`src/mmh_pkg.sv`:
```
// ----------------------------------------------------------------------------
// mmh_pkg: shared types and constants of the MurmurHash3 stream hasher
// Mixing constants, the queue entry layout and the back-end sequencer states.
// ----------------------------------------------------------------------------
package mmh_pkg;

	// Key scramble and hash update constants.
	localparam logic [31:0] C1    = 32'hcc9e2d51;
	localparam logic [31:0] C2    = 32'h1b873593;
	localparam logic [31:0] ADD_N = 32'he6546b64;

	// Finalization mix constants.
	localparam logic [31:0] FMIX1 = 32'h85ebca6b;
	localparam logic [31:0] FMIX2 = 32'hc2b2ae35;

	// Bytes in a full word.
	localparam logic [2:0] FULL_COUNT = 3'd4;

	// Depth of the queue between front and back, and its pointer width.
	localparam int QDEPTH = 2;
	localparam int QAW    = $clog2(QDEPTH);

	// One classified item as it travels from front to back.
	typedef struct packed {
		logic [31:0] word;   // data word with unused bytes cleared
		logic [2:0]  count;  // saturated byte count, 4 on non-last items
		logic        last;   // final item of the message
	} entry_t;

	// Back-end sequencer states.
	typedef enum logic [2:0] {
		ST_IDLE,
		ST_SCRAMBLE,
		ST_FOLD,
		ST_FMIX1,
		ST_FMIX2,
		ST_OUT
	} back_state_t;

endpackage

```
`src/mmh_in_if.sv`:
```
// ----------------------------------------------------------------------------
// mmh_in_if: message word channel
// Valid/ready channel carrying one message word with its byte count and end mark.
// ----------------------------------------------------------------------------
interface mmh_in_if;
	logic        valid;
	logic        ready;
	logic [31:0] data_word;
	logic [2:0]  byte_count;
	logic        is_last;

	modport source (output valid, data_word, byte_count, is_last, input ready);
	modport sink (input valid, data_word, byte_count, is_last, output ready);
endinterface

```
`src/mmh_out_if.sv`:
```
// ----------------------------------------------------------------------------
// mmh_out_if: hash result channel
// Valid/ready channel carrying one finished 32-bit hash.
// ----------------------------------------------------------------------------
interface mmh_out_if;
	logic        valid;
	logic        ready;
	logic [31:0] hash_value;

	modport source (output valid, hash_value, input ready);
	modport sink (input valid, hash_value, output ready);
endinterface

```
`src/mmh_cfg_if.sv`:
```
// ----------------------------------------------------------------------------
// mmh_cfg_if: seed register write channel
// Valid/ready channel carrying the write data of the seed register.
// ----------------------------------------------------------------------------
interface mmh_cfg_if;
	logic        valid;
	logic        ready;
	logic [31:0] seed;

	modport source (output valid, seed, input ready);
	modport sink (input valid, seed, output ready);
endinterface

```
`src/mmh_front.sv`:
```
// ----------------------------------------------------------------------------
// mmh_front: input classifier
// Takes message words, saturates the byte count, clears unused bytes and
// hands a queue entry to the back end.
// ----------------------------------------------------------------------------
module mmh_front
	import mmh_pkg::*;
(
	mmh_in_if.sink     msg_in,
	input  logic       q_full,
	output logic       push,
	output entry_t     push_entry
);

	logic [2:0]  count_sat;
	logic [31:0] mask;

	// A non-last item always counts as a full word; oversized counts clamp to four.
	always_comb begin
		if (!msg_in.is_last || msg_in.byte_count > FULL_COUNT) begin
			count_sat = FULL_COUNT;
		end else begin
			count_sat = msg_in.byte_count;
		end
	end

	// Keep only the valid low bytes of the word.
	always_comb begin
		case (count_sat)
			3'd0:    mask = 32'h0000_0000;
			3'd1:    mask = 32'h0000_00ff;
			3'd2:    mask = 32'h0000_ffff;
			3'd3:    mask = 32'h00ff_ffff;
			default: mask = 32'hffff_ffff;
		endcase
	end

	// The word channel is ready whenever the queue has room.
	assign msg_in.ready     = !q_full;
	assign push             = msg_in.valid && !q_full;
	assign push_entry.word  = msg_in.data_word & mask;
	assign push_entry.count = count_sat;
	assign push_entry.last  = msg_in.is_last;

endmodule

```
`src/mmh_queue.sv`:
```
// ----------------------------------------------------------------------------
// mmh_queue: short FIFO between front and back
// Holds classified entries so that either side can stall on its own.
// ----------------------------------------------------------------------------
module mmh_queue
	import mmh_pkg::*;
(
	input  logic   clk,
	input  logic   arst_n,
	input  logic   push,
	input  entry_t push_entry,
	input  logic   pop,
	output logic   full,
	output logic   not_empty,
	output entry_t head
);

	entry_t         mem_q [QDEPTH];
	logic [QAW-1:0] wr_ptr_q;
	logic [QAW-1:0] rd_ptr_q;
	logic [QAW:0]   fill_q;

	// Entry storage.
	always_ff @(posedge clk) begin
		if (push) begin
			mem_q[wr_ptr_q] <= push_entry;
		end
	end

	// Pointers and fill level.
	always_ff @(posedge clk or negedge arst_n) begin
		if (!arst_n) begin
			wr_ptr_q <= '0;
			rd_ptr_q <= '0;
			fill_q   <= '0;
		end else begin
			if (push) begin
				wr_ptr_q <= (wr_ptr_q == QAW'(QDEPTH - 1)) ? '0 : wr_ptr_q + 1'b1;
			end
			if (pop) begin
				rd_ptr_q <= (rd_ptr_q == QAW'(QDEPTH - 1)) ? '0 : rd_ptr_q + 1'b1;
			end
			if (push && !pop) begin
				fill_q <= fill_q + 1'b1;
			end else if (pop && !push) begin
				fill_q <= fill_q - 1'b1;
			end
		end
	end

	assign full      = (fill_q == (QAW+1)'(QDEPTH));
	assign not_empty = (fill_q != '0);
	assign head      = mem_q[rd_ptr_q];

endmodule

```
`src/mmh_back.sv`:
```
// ----------------------------------------------------------------------------
// mmh_back: hash engine
// Sequencer that scrambles each word, folds it into the running hash and,
// on the last item, xors in the length, runs the final mix and emits the hash.
// ----------------------------------------------------------------------------
module mmh_back
	import mmh_pkg::*;
(
	input  logic        clk,
	input  logic        arst_n,
	input  logic [31:0] seed,
	input  logic        q_not_empty,
	input  entry_t      q_head,
	output logic        pop,
	mmh_out_if.source   hash_out
);

	back_state_t state_q;
	back_state_t state_d;

	logic [31:0] k_q;
	logic [31:0] h_q;
	logic [31:0] total_q;
	logic        in_msg_q;
	logic [2:0]  count_q;
	logic        last_q;
	logic        out_valid_q;
	logic [31:0] hash_q;
	logic        out_load;

	logic [31:0] h_base;
	logic [31:0] h_xor;
	logic [31:0] h_rot;
	logic [31:0] h_new;
	logic [31:0] len;
	logic [31:0] k_rot;

	// Fold of the scrambled key into the running hash.
	always_comb begin
		h_base = in_msg_q ? h_q : seed;
		h_xor  = h_base ^ k_q;
		h_rot  = {h_xor[18:0], h_xor[31:19]};
		h_new  = (count_q == FULL_COUNT) ? (h_rot + {h_rot[29:0], 2'b00} + ADD_N) : h_xor;
		len    = total_q + {29'd0, count_q};
		k_rot  = {k_q[16:0], k_q[31:17]};
	end

	// Next state and handshake outputs.
	always_comb begin
		state_d  = state_q;
		pop      = 1'b0;
		out_load = 1'b0;
		case (state_q)
			ST_IDLE: begin
				if (q_not_empty) begin
					pop     = 1'b1;
					state_d = ST_SCRAMBLE;
				end
			end
			ST_SCRAMBLE: begin
				state_d = ST_FOLD;
			end
			ST_FOLD: begin
				state_d = last_q ? ST_FMIX1 : ST_IDLE;
			end
			ST_FMIX1: begin
				state_d = ST_FMIX2;
			end
			ST_FMIX2: begin
				state_d = ST_OUT;
			end
			ST_OUT: begin
				if (!out_valid_q || hash_out.ready) begin
					out_load = 1'b1;
					state_d  = ST_IDLE;
				end
			end
			default: begin
				state_d = ST_IDLE;
			end
		endcase
	end

	// State register.
	always_ff @(posedge clk or negedge arst_n) begin
		if (!arst_n) begin
			state_q <= ST_IDLE;
		end else begin
			state_q <= state_d;
		end
	end

	// Message tracking: length and whether the running hash is in use.
	always_ff @(posedge clk or negedge arst_n) begin
		if (!arst_n) begin
			total_q  <= '0;
			in_msg_q <= 1'b0;
		end else if (state_q == ST_FOLD) begin
			if (last_q) begin
				total_q  <= '0;
				in_msg_q <= 1'b0;
			end else begin
				total_q  <= len;
				in_msg_q <= 1'b1;
			end
		end
	end

	// Datapath: one multiply per cycle, each result registered.
	always_ff @(posedge clk) begin
		case (state_q)
			ST_IDLE: begin
				if (q_not_empty) begin
					k_q     <= q_head.word * C1;
					count_q <= q_head.count;
					last_q  <= q_head.last;
				end
			end
			ST_SCRAMBLE: begin
				k_q <= k_rot * C2;
			end
			ST_FOLD: begin
				h_q <= last_q ? (h_new ^ len) : h_new;
			end
			ST_FMIX1: begin
				h_q <= (h_q ^ {16'd0, h_q[31:16]}) * FMIX1;
			end
			ST_FMIX2: begin
				h_q <= (h_q ^ {13'd0, h_q[31:13]}) * FMIX2;
			end
			default: begin
				h_q <= h_q;
			end
		endcase
	end

	// Output register: holds the hash until the sink takes the transfer.
	always_ff @(posedge clk or negedge arst_n) begin
		if (!arst_n) begin
			out_valid_q <= 1'b0;
		end else if (out_load) begin
			out_valid_q <= 1'b1;
		end else if (hash_out.ready) begin
			out_valid_q <= 1'b0;
		end
	end

	always_ff @(posedge clk) begin
		if (out_load) begin
			hash_q <= h_q ^ {16'd0, h_q[31:16]};
		end
	end

	assign hash_out.valid      = out_valid_q;
	assign hash_out.hash_value = hash_q;

endmodule

```
`src/murmur3_32_hash_stream.sv`:
```
// ----------------------------------------------------------------------------
// murmur3_32_hash_stream: streaming MurmurHash3 x86_32
// Hashes a byte message that arrives as little-endian 32-bit words.
// ----------------------------------------------------------------------------
//  Channel   Dir  Payload                              Transfer gives
//  msg_in    in   data_word, byte_count, is_last       one message word
//  hash_out  out  hash_value                           hash of one message
//  cfg       in   seed                                 new seed value
//
// A full word passes the back-end sequencer as key multiply, second key
// multiply and fold; a last item then adds two final-mix multiplies and an
// output load. The front classifies in the cycle of the transfer and a
// two-entry queue lets it keep taking words while the back end works.
// Reset clears the seed to zero and empties the queue; a held result keeps
// the back end in its output state until the sink takes it.
// ----------------------------------------------------------------------------
module murmur3_32_hash_stream
	import mmh_pkg::*;
(
	input  logic        clk,
	input  logic        arst_n,
	mmh_in_if.sink      msg_in,
	mmh_out_if.source   hash_out,
	mmh_cfg_if.sink     cfg
);

	logic        seed_write;
	logic [31:0] seed_q;
	logic        q_full;
	logic        q_not_empty;
	logic        push;
	logic        pop;
	entry_t      push_entry;
	entry_t      q_head;

	// Seed register, always ready for a transfer.
	assign cfg.ready  = 1'b1;
	assign seed_write = cfg.valid;

	always_ff @(posedge clk or negedge arst_n) begin
		if (!arst_n) begin
			seed_q <= '0;
		end else if (seed_write) begin
			seed_q <= cfg.seed;
		end
	end

	// Front: classify incoming words.
	mmh_front u_front (
		.msg_in     (msg_in),
		.q_full     (q_full),
		.push       (push),
		.push_entry (push_entry)
	);

	// Queue between front and back.
	mmh_queue u_queue (
		.clk        (clk),
		.arst_n     (arst_n),
		.push       (push),
		.push_entry (push_entry),
		.pop        (pop),
		.full       (q_full),
		.not_empty  (q_not_empty),
		.head       (q_head)
	);

	// Back: hash engine.
	mmh_back u_back (
		.clk         (clk),
		.arst_n      (arst_n),
		.seed        (seed_q),
		.q_not_empty (q_not_empty),
		.q_head      (q_head),
		.pop         (pop),
		.hash_out    (hash_out)
	);

endmodule
```
`src/flat_wrapper.sv`:
```
// flat-port wrapper written by rule: the top's interface ports become plain ports
module murmur3_32_hash_stream_flat import mmh_pkg::*;
  (clk, arst_n, msg_in_valid, msg_in_data_word, msg_in_byte_count, msg_in_is_last, msg_in_ready, hash_out_valid, hash_out_hash_value, hash_out_ready, cfg_valid, cfg_seed, cfg_ready);
  mmh_in_if msg_in_i ();
  mmh_out_if hash_out_i ();
  mmh_cfg_if cfg_i ();
  input  logic clk;
  input  logic arst_n;
  input wire logic [$bits(msg_in_i.valid)-1:0] msg_in_valid;
  input wire logic [$bits(msg_in_i.data_word)-1:0] msg_in_data_word;
  input wire logic [$bits(msg_in_i.byte_count)-1:0] msg_in_byte_count;
  input wire logic [$bits(msg_in_i.is_last)-1:0] msg_in_is_last;
  output wire logic [$bits(msg_in_i.ready)-1:0] msg_in_ready;
  output wire logic [$bits(hash_out_i.valid)-1:0] hash_out_valid;
  output wire logic [$bits(hash_out_i.hash_value)-1:0] hash_out_hash_value;
  input wire logic [$bits(hash_out_i.ready)-1:0] hash_out_ready;
  input wire logic [$bits(cfg_i.valid)-1:0] cfg_valid;
  input wire logic [$bits(cfg_i.seed)-1:0] cfg_seed;
  output wire logic [$bits(cfg_i.ready)-1:0] cfg_ready;
  assign msg_in_i.valid = msg_in_valid;
  assign msg_in_i.data_word = msg_in_data_word;
  assign msg_in_i.byte_count = msg_in_byte_count;
  assign msg_in_i.is_last = msg_in_is_last;
  assign msg_in_ready = msg_in_i.ready;
  assign hash_out_valid = hash_out_i.valid;
  assign hash_out_hash_value = hash_out_i.hash_value;
  assign hash_out_i.ready = hash_out_ready;
  assign cfg_i.valid = cfg_valid;
  assign cfg_i.seed = cfg_seed;
  assign cfg_ready = cfg_i.ready;
  murmur3_32_hash_stream u_core (.clk(clk), .arst_n(arst_n), .msg_in(msg_in_i), .hash_out(hash_out_i), .cfg(cfg_i));
endmodule
```
`config.mk`:
```
export PLATFORM = sky130hd
export DESIGN_NAME = murmur3_32_hash_stream_flat
export DESIGN_NICKNAME = d
export VERILOG_FILES = /design/src/mmh_pkg.sv /design/src/mmh_in_if.sv /design/src/mmh_out_if.sv /design/src/mmh_cfg_if.sv /design/src/mmh_front.sv /design/src/mmh_queue.sv /design/src/mmh_back.sv /design/src/murmur3_32_hash_stream.sv /design/src/flat_wrapper.sv
export SDC_FILE = /design/constraint.sdc
export NUM_CORES = 2
export LEC_CHECK = 0
export BUFFER_PORTS_ARGS = -buffer_cell sky130_fd_sc_hd__buf_4
export CORE_MARGIN = 5
export CORE_UTILIZATION = 66
export CTS_BUF_LIST = sky130_fd_sc_hd__clkbuf_16
export DETAILED_ROUTE_END_ITERATION = 10
export GPL_TIMING_DRIVEN = 0
export HOLD_SLACK_MARGIN = 0.08
export PLACE_DENSITY = 0.83
export SYNTH_ARGS = -nofsm -noshare
export SYNTH_HDL_FRONTEND = slang
export SYNTH_HIERARCHICAL = 1
export SYNTH_SLANG_ARGS = --single-unit
```
`constraint.sdc`:
```
create_clock -name clk -period 13.9 [get_ports clk]
set_input_delay 3.475 -clock clk [delete_from_list [all_inputs] [get_ports clk]]
set_output_delay 3.475 -clock clk [all_outputs]
set_load 0.01 [all_outputs]
```
==> run metrics <==
status finished clean; Via Count 33668; Worst slew margin 1.60%; vias in the first global route 36022; post-route clock period utilization 63.3%; hold slack 0.505 ns; Layout area overhead 6.30%; port buffer count 105; Placed Instances 5754; number of max-cap violations 0; GRT Util Overall 34.4%; 1st-iter DRT viols 2855; mapped cell area 47700 µm²; CTS Buf Count 30; CTS root buf clkbuf_16; global-route wire length before repair 205 mm; Setup Crit Path Kind flop to flop; dpl cell area 49700 µm²; setup TNS 0 ns; Final Skew 0.0235 ns; Worst Max-Slew Pin Slew 1.47 ns; Worst Hold Class flop to flop; cts hold-fix bufs 0; core area 71600 µm²; min Tclk post-route 8.79 ns; pins over their slew limit 0; grt total ovfl 0; wire per inst 22.8 µm; Yosys reg bits 245; Final Hold Viols 0; Post-synth EDFFs 172; unrepaired setup endpoints after global routing no; vias per cell 5.79; Worst Path Arrival 9.12 ns; Crit Path Max Fanout 13; cell count after synthesis 4697; Placer Congestion 1.05; post-route ant nets 0; I/O Pins 108; crit-path max cell delay 0.85 ns; Critical Path End Type flop; die footprint 77700 µm²; Starting Density 66.6%; CTS HTree Levels 1; Detail Placement HPWL 111 mm; WL final 132 mm; Yosys Warn Count 6; CTS tree built; sequential fraction of the synthesis area 14.7%; CP startpoint kind flop; Design Area, Final 50700 µm²; fmax 114 MHz; Yosys cell types 97; number of remaining DRC errors 0; drt first pass iters 6; Async S/R FF share, synth 29.8%; layout cell share with drive strength beyond 1 6.05%; postcts setup bufs 0; CP required 14.23 ns; layout net count 6435; most frequent cells in the layout 1281 x inv_1, 793 x ha_1, 733 x fa_1, 254 x xnor2_1, 188 x nand2_1; antenna violations before repair 1; Post-Syn Area per Cell 10.2 µm²; Post-synth top flop edfxtp_1; Gates resized, CTS repair 0; largest net degree at the start of global routing 74; Worst-path clk slew 0.06 ns; Rows 98; Longest Clk Path Bufs 3; post-route insts no fill 5811; commonest non-fill, non-tap cell in the layout inv_1; DIE WIDTH 279 µm; # setup viols final 0; worst skew pair latency 0.62 ns; Critical-path top delay cell edfxtp_1; Die Y 279 µm; CTS sink count 245; Synthesized Nets 6296
-- through the flow --
| step | utilization [%] | setup slack (ns) |
|---|---|---|
| 4_1_cts | 70.8 | 5.24 |
| 2_1_floorplan | - | 6.71 |
| 5_1_grt | 70.8 | 4.86 |
| 6_report | 70.8 | 5.11 |
| 3_5_place_dp | 69.4 | 5.31 |
| 3_3_place_gp | 69.4 | 5.34 |
-- per-layer routing --
layer / track usage, % / up-vias / share of wire, %
met5: 0 / - / 0
met4: 19.2 / 0 / 7.4
met3: 6.25 / 462 / 8.6
met2: 56.9 / 1625 / 47
met1: 43.1 / 16493 / 37
li1: - / 15088 / -
-- critical path: cells and delay by family, from the launching register on --
family | cells | cell delay (ns)
flip-flops | 1 | 0.85
buffers and inverters | 8 | 0.87
adder cells (fa/ha/maj) | 9 | 4.03
AO/OA/AOI/OAI | 8 | 1.88
XOR/XNOR | 2 | 0.87
-- registers in the layout (all words and copies together) (netlist names) --
| register | flops |
|---|---|
| u_core/u_queue/mem_q | 72 |
| u_core/seed_q | 32 |
| u_core/u_back/h_q | 32 |
| u_core/u_back/hash_out.hash_value | 32 |
| u_core/u_back/k_q | 32 |
| u_core/u_back/total_q | 32 |
| u_core/u_back/count_q | 3 |
| u_core/u_back/state_q | 3 |
| u_core/u_queue/fill_q | 2 |
| u_core/u_back/hash_out.valid | 1 |
| u_core/u_back/in_msg_q | 1 |
| u_core/u_back/last_q | 1 |
| u_core/u_queue/rd_ptr_q | 1 |
| u_core/u_queue/wr_ptr_q | 1 |
-- synth_stat cells (42+ instances only) --
cell type  number  area [µm²]
xor2_1        123        1080
a21o_1         51         383
edfxtp_1      172        5160
nor2_1        126         473
mux2i_1        48         480
nand2_1       188         706
xnor2_1       254        2220
dfrtp_1        73        1830
inv_1        1279        4800
fa_1          733       14700
o21ai_0       136         681
a21oi_1       120         601
nor2b_1        42         263
mux2_4         59         886
clkbuf_1       53         199
nor3_1         44         220
ha_1          793        9920
-- final timing paths --
kind / cells past startpoint / from / end / slack, ns
worst max-delay path: 27 / u_core/u_back/h_q[19]$_DFFE_PP_ / u_core/u_back/h_q[29]$_DFFE_PP_ / 5.11
worst min-delay path: 2 / u_core/u_back/total_q[0]$_DFFE_PN0N_ / u_core/u_back/total_q[0]$_DFFE_PN0N_ / 0.50
worst max register to register: 27 / u_core/u_back/h_q[19]$_DFFE_PP_ / u_core/u_back/h_q[29]$_DFFE_PP_ / 5.11
worst min register to register: 2 / u_core/u_back/total_q[0]$_DFFE_PN0N_ / u_core/u_back/total_q[0]$_DFFE_PN0N_ / 0.50
max in group asynchronous: 1 / arst_n / u_core/seed_q[28]$_DFFE_PN0P_ / 10.20
min in group asynchronous: 1 / arst_n / u_core/u_back/hash_out.valid$_DFFE_PN0P_ / 3.02
-- kinds of logic after synthesis --
logic type | count (synthesis) | synth area share, %
adders and majority gates | 1526 | 51.6
buffers and inverters | 1358 | 11.0
and+or+nand+nor | 567 | 5.83
AOI/OAI and AO/OA | 502 | 6.75
xor gates and xnor gates | 381 | 7.07
DFF | 245 | 14.7
muxes | 117 | 3.10
other | 1 | 0.00786
-- area by class of cell --
class                           instances  area [µm²]
Clock inverter                         26         223
Buffer                                 78         435
Fill cell                            5298       20900
Tap cell                              950        1190
Inverter                             1280        4800
Multi-Input combinational cell       3094       35500
Clock buffer                           30         751
Timing Repair Buffer                  107         816
Sequential cell                       245        6990
Antenna cell                            1        2.50
Power is left out: the tool's default activity adds up to more than one toggle a clock period on the data nets, which glitch-free logic cannot reach.
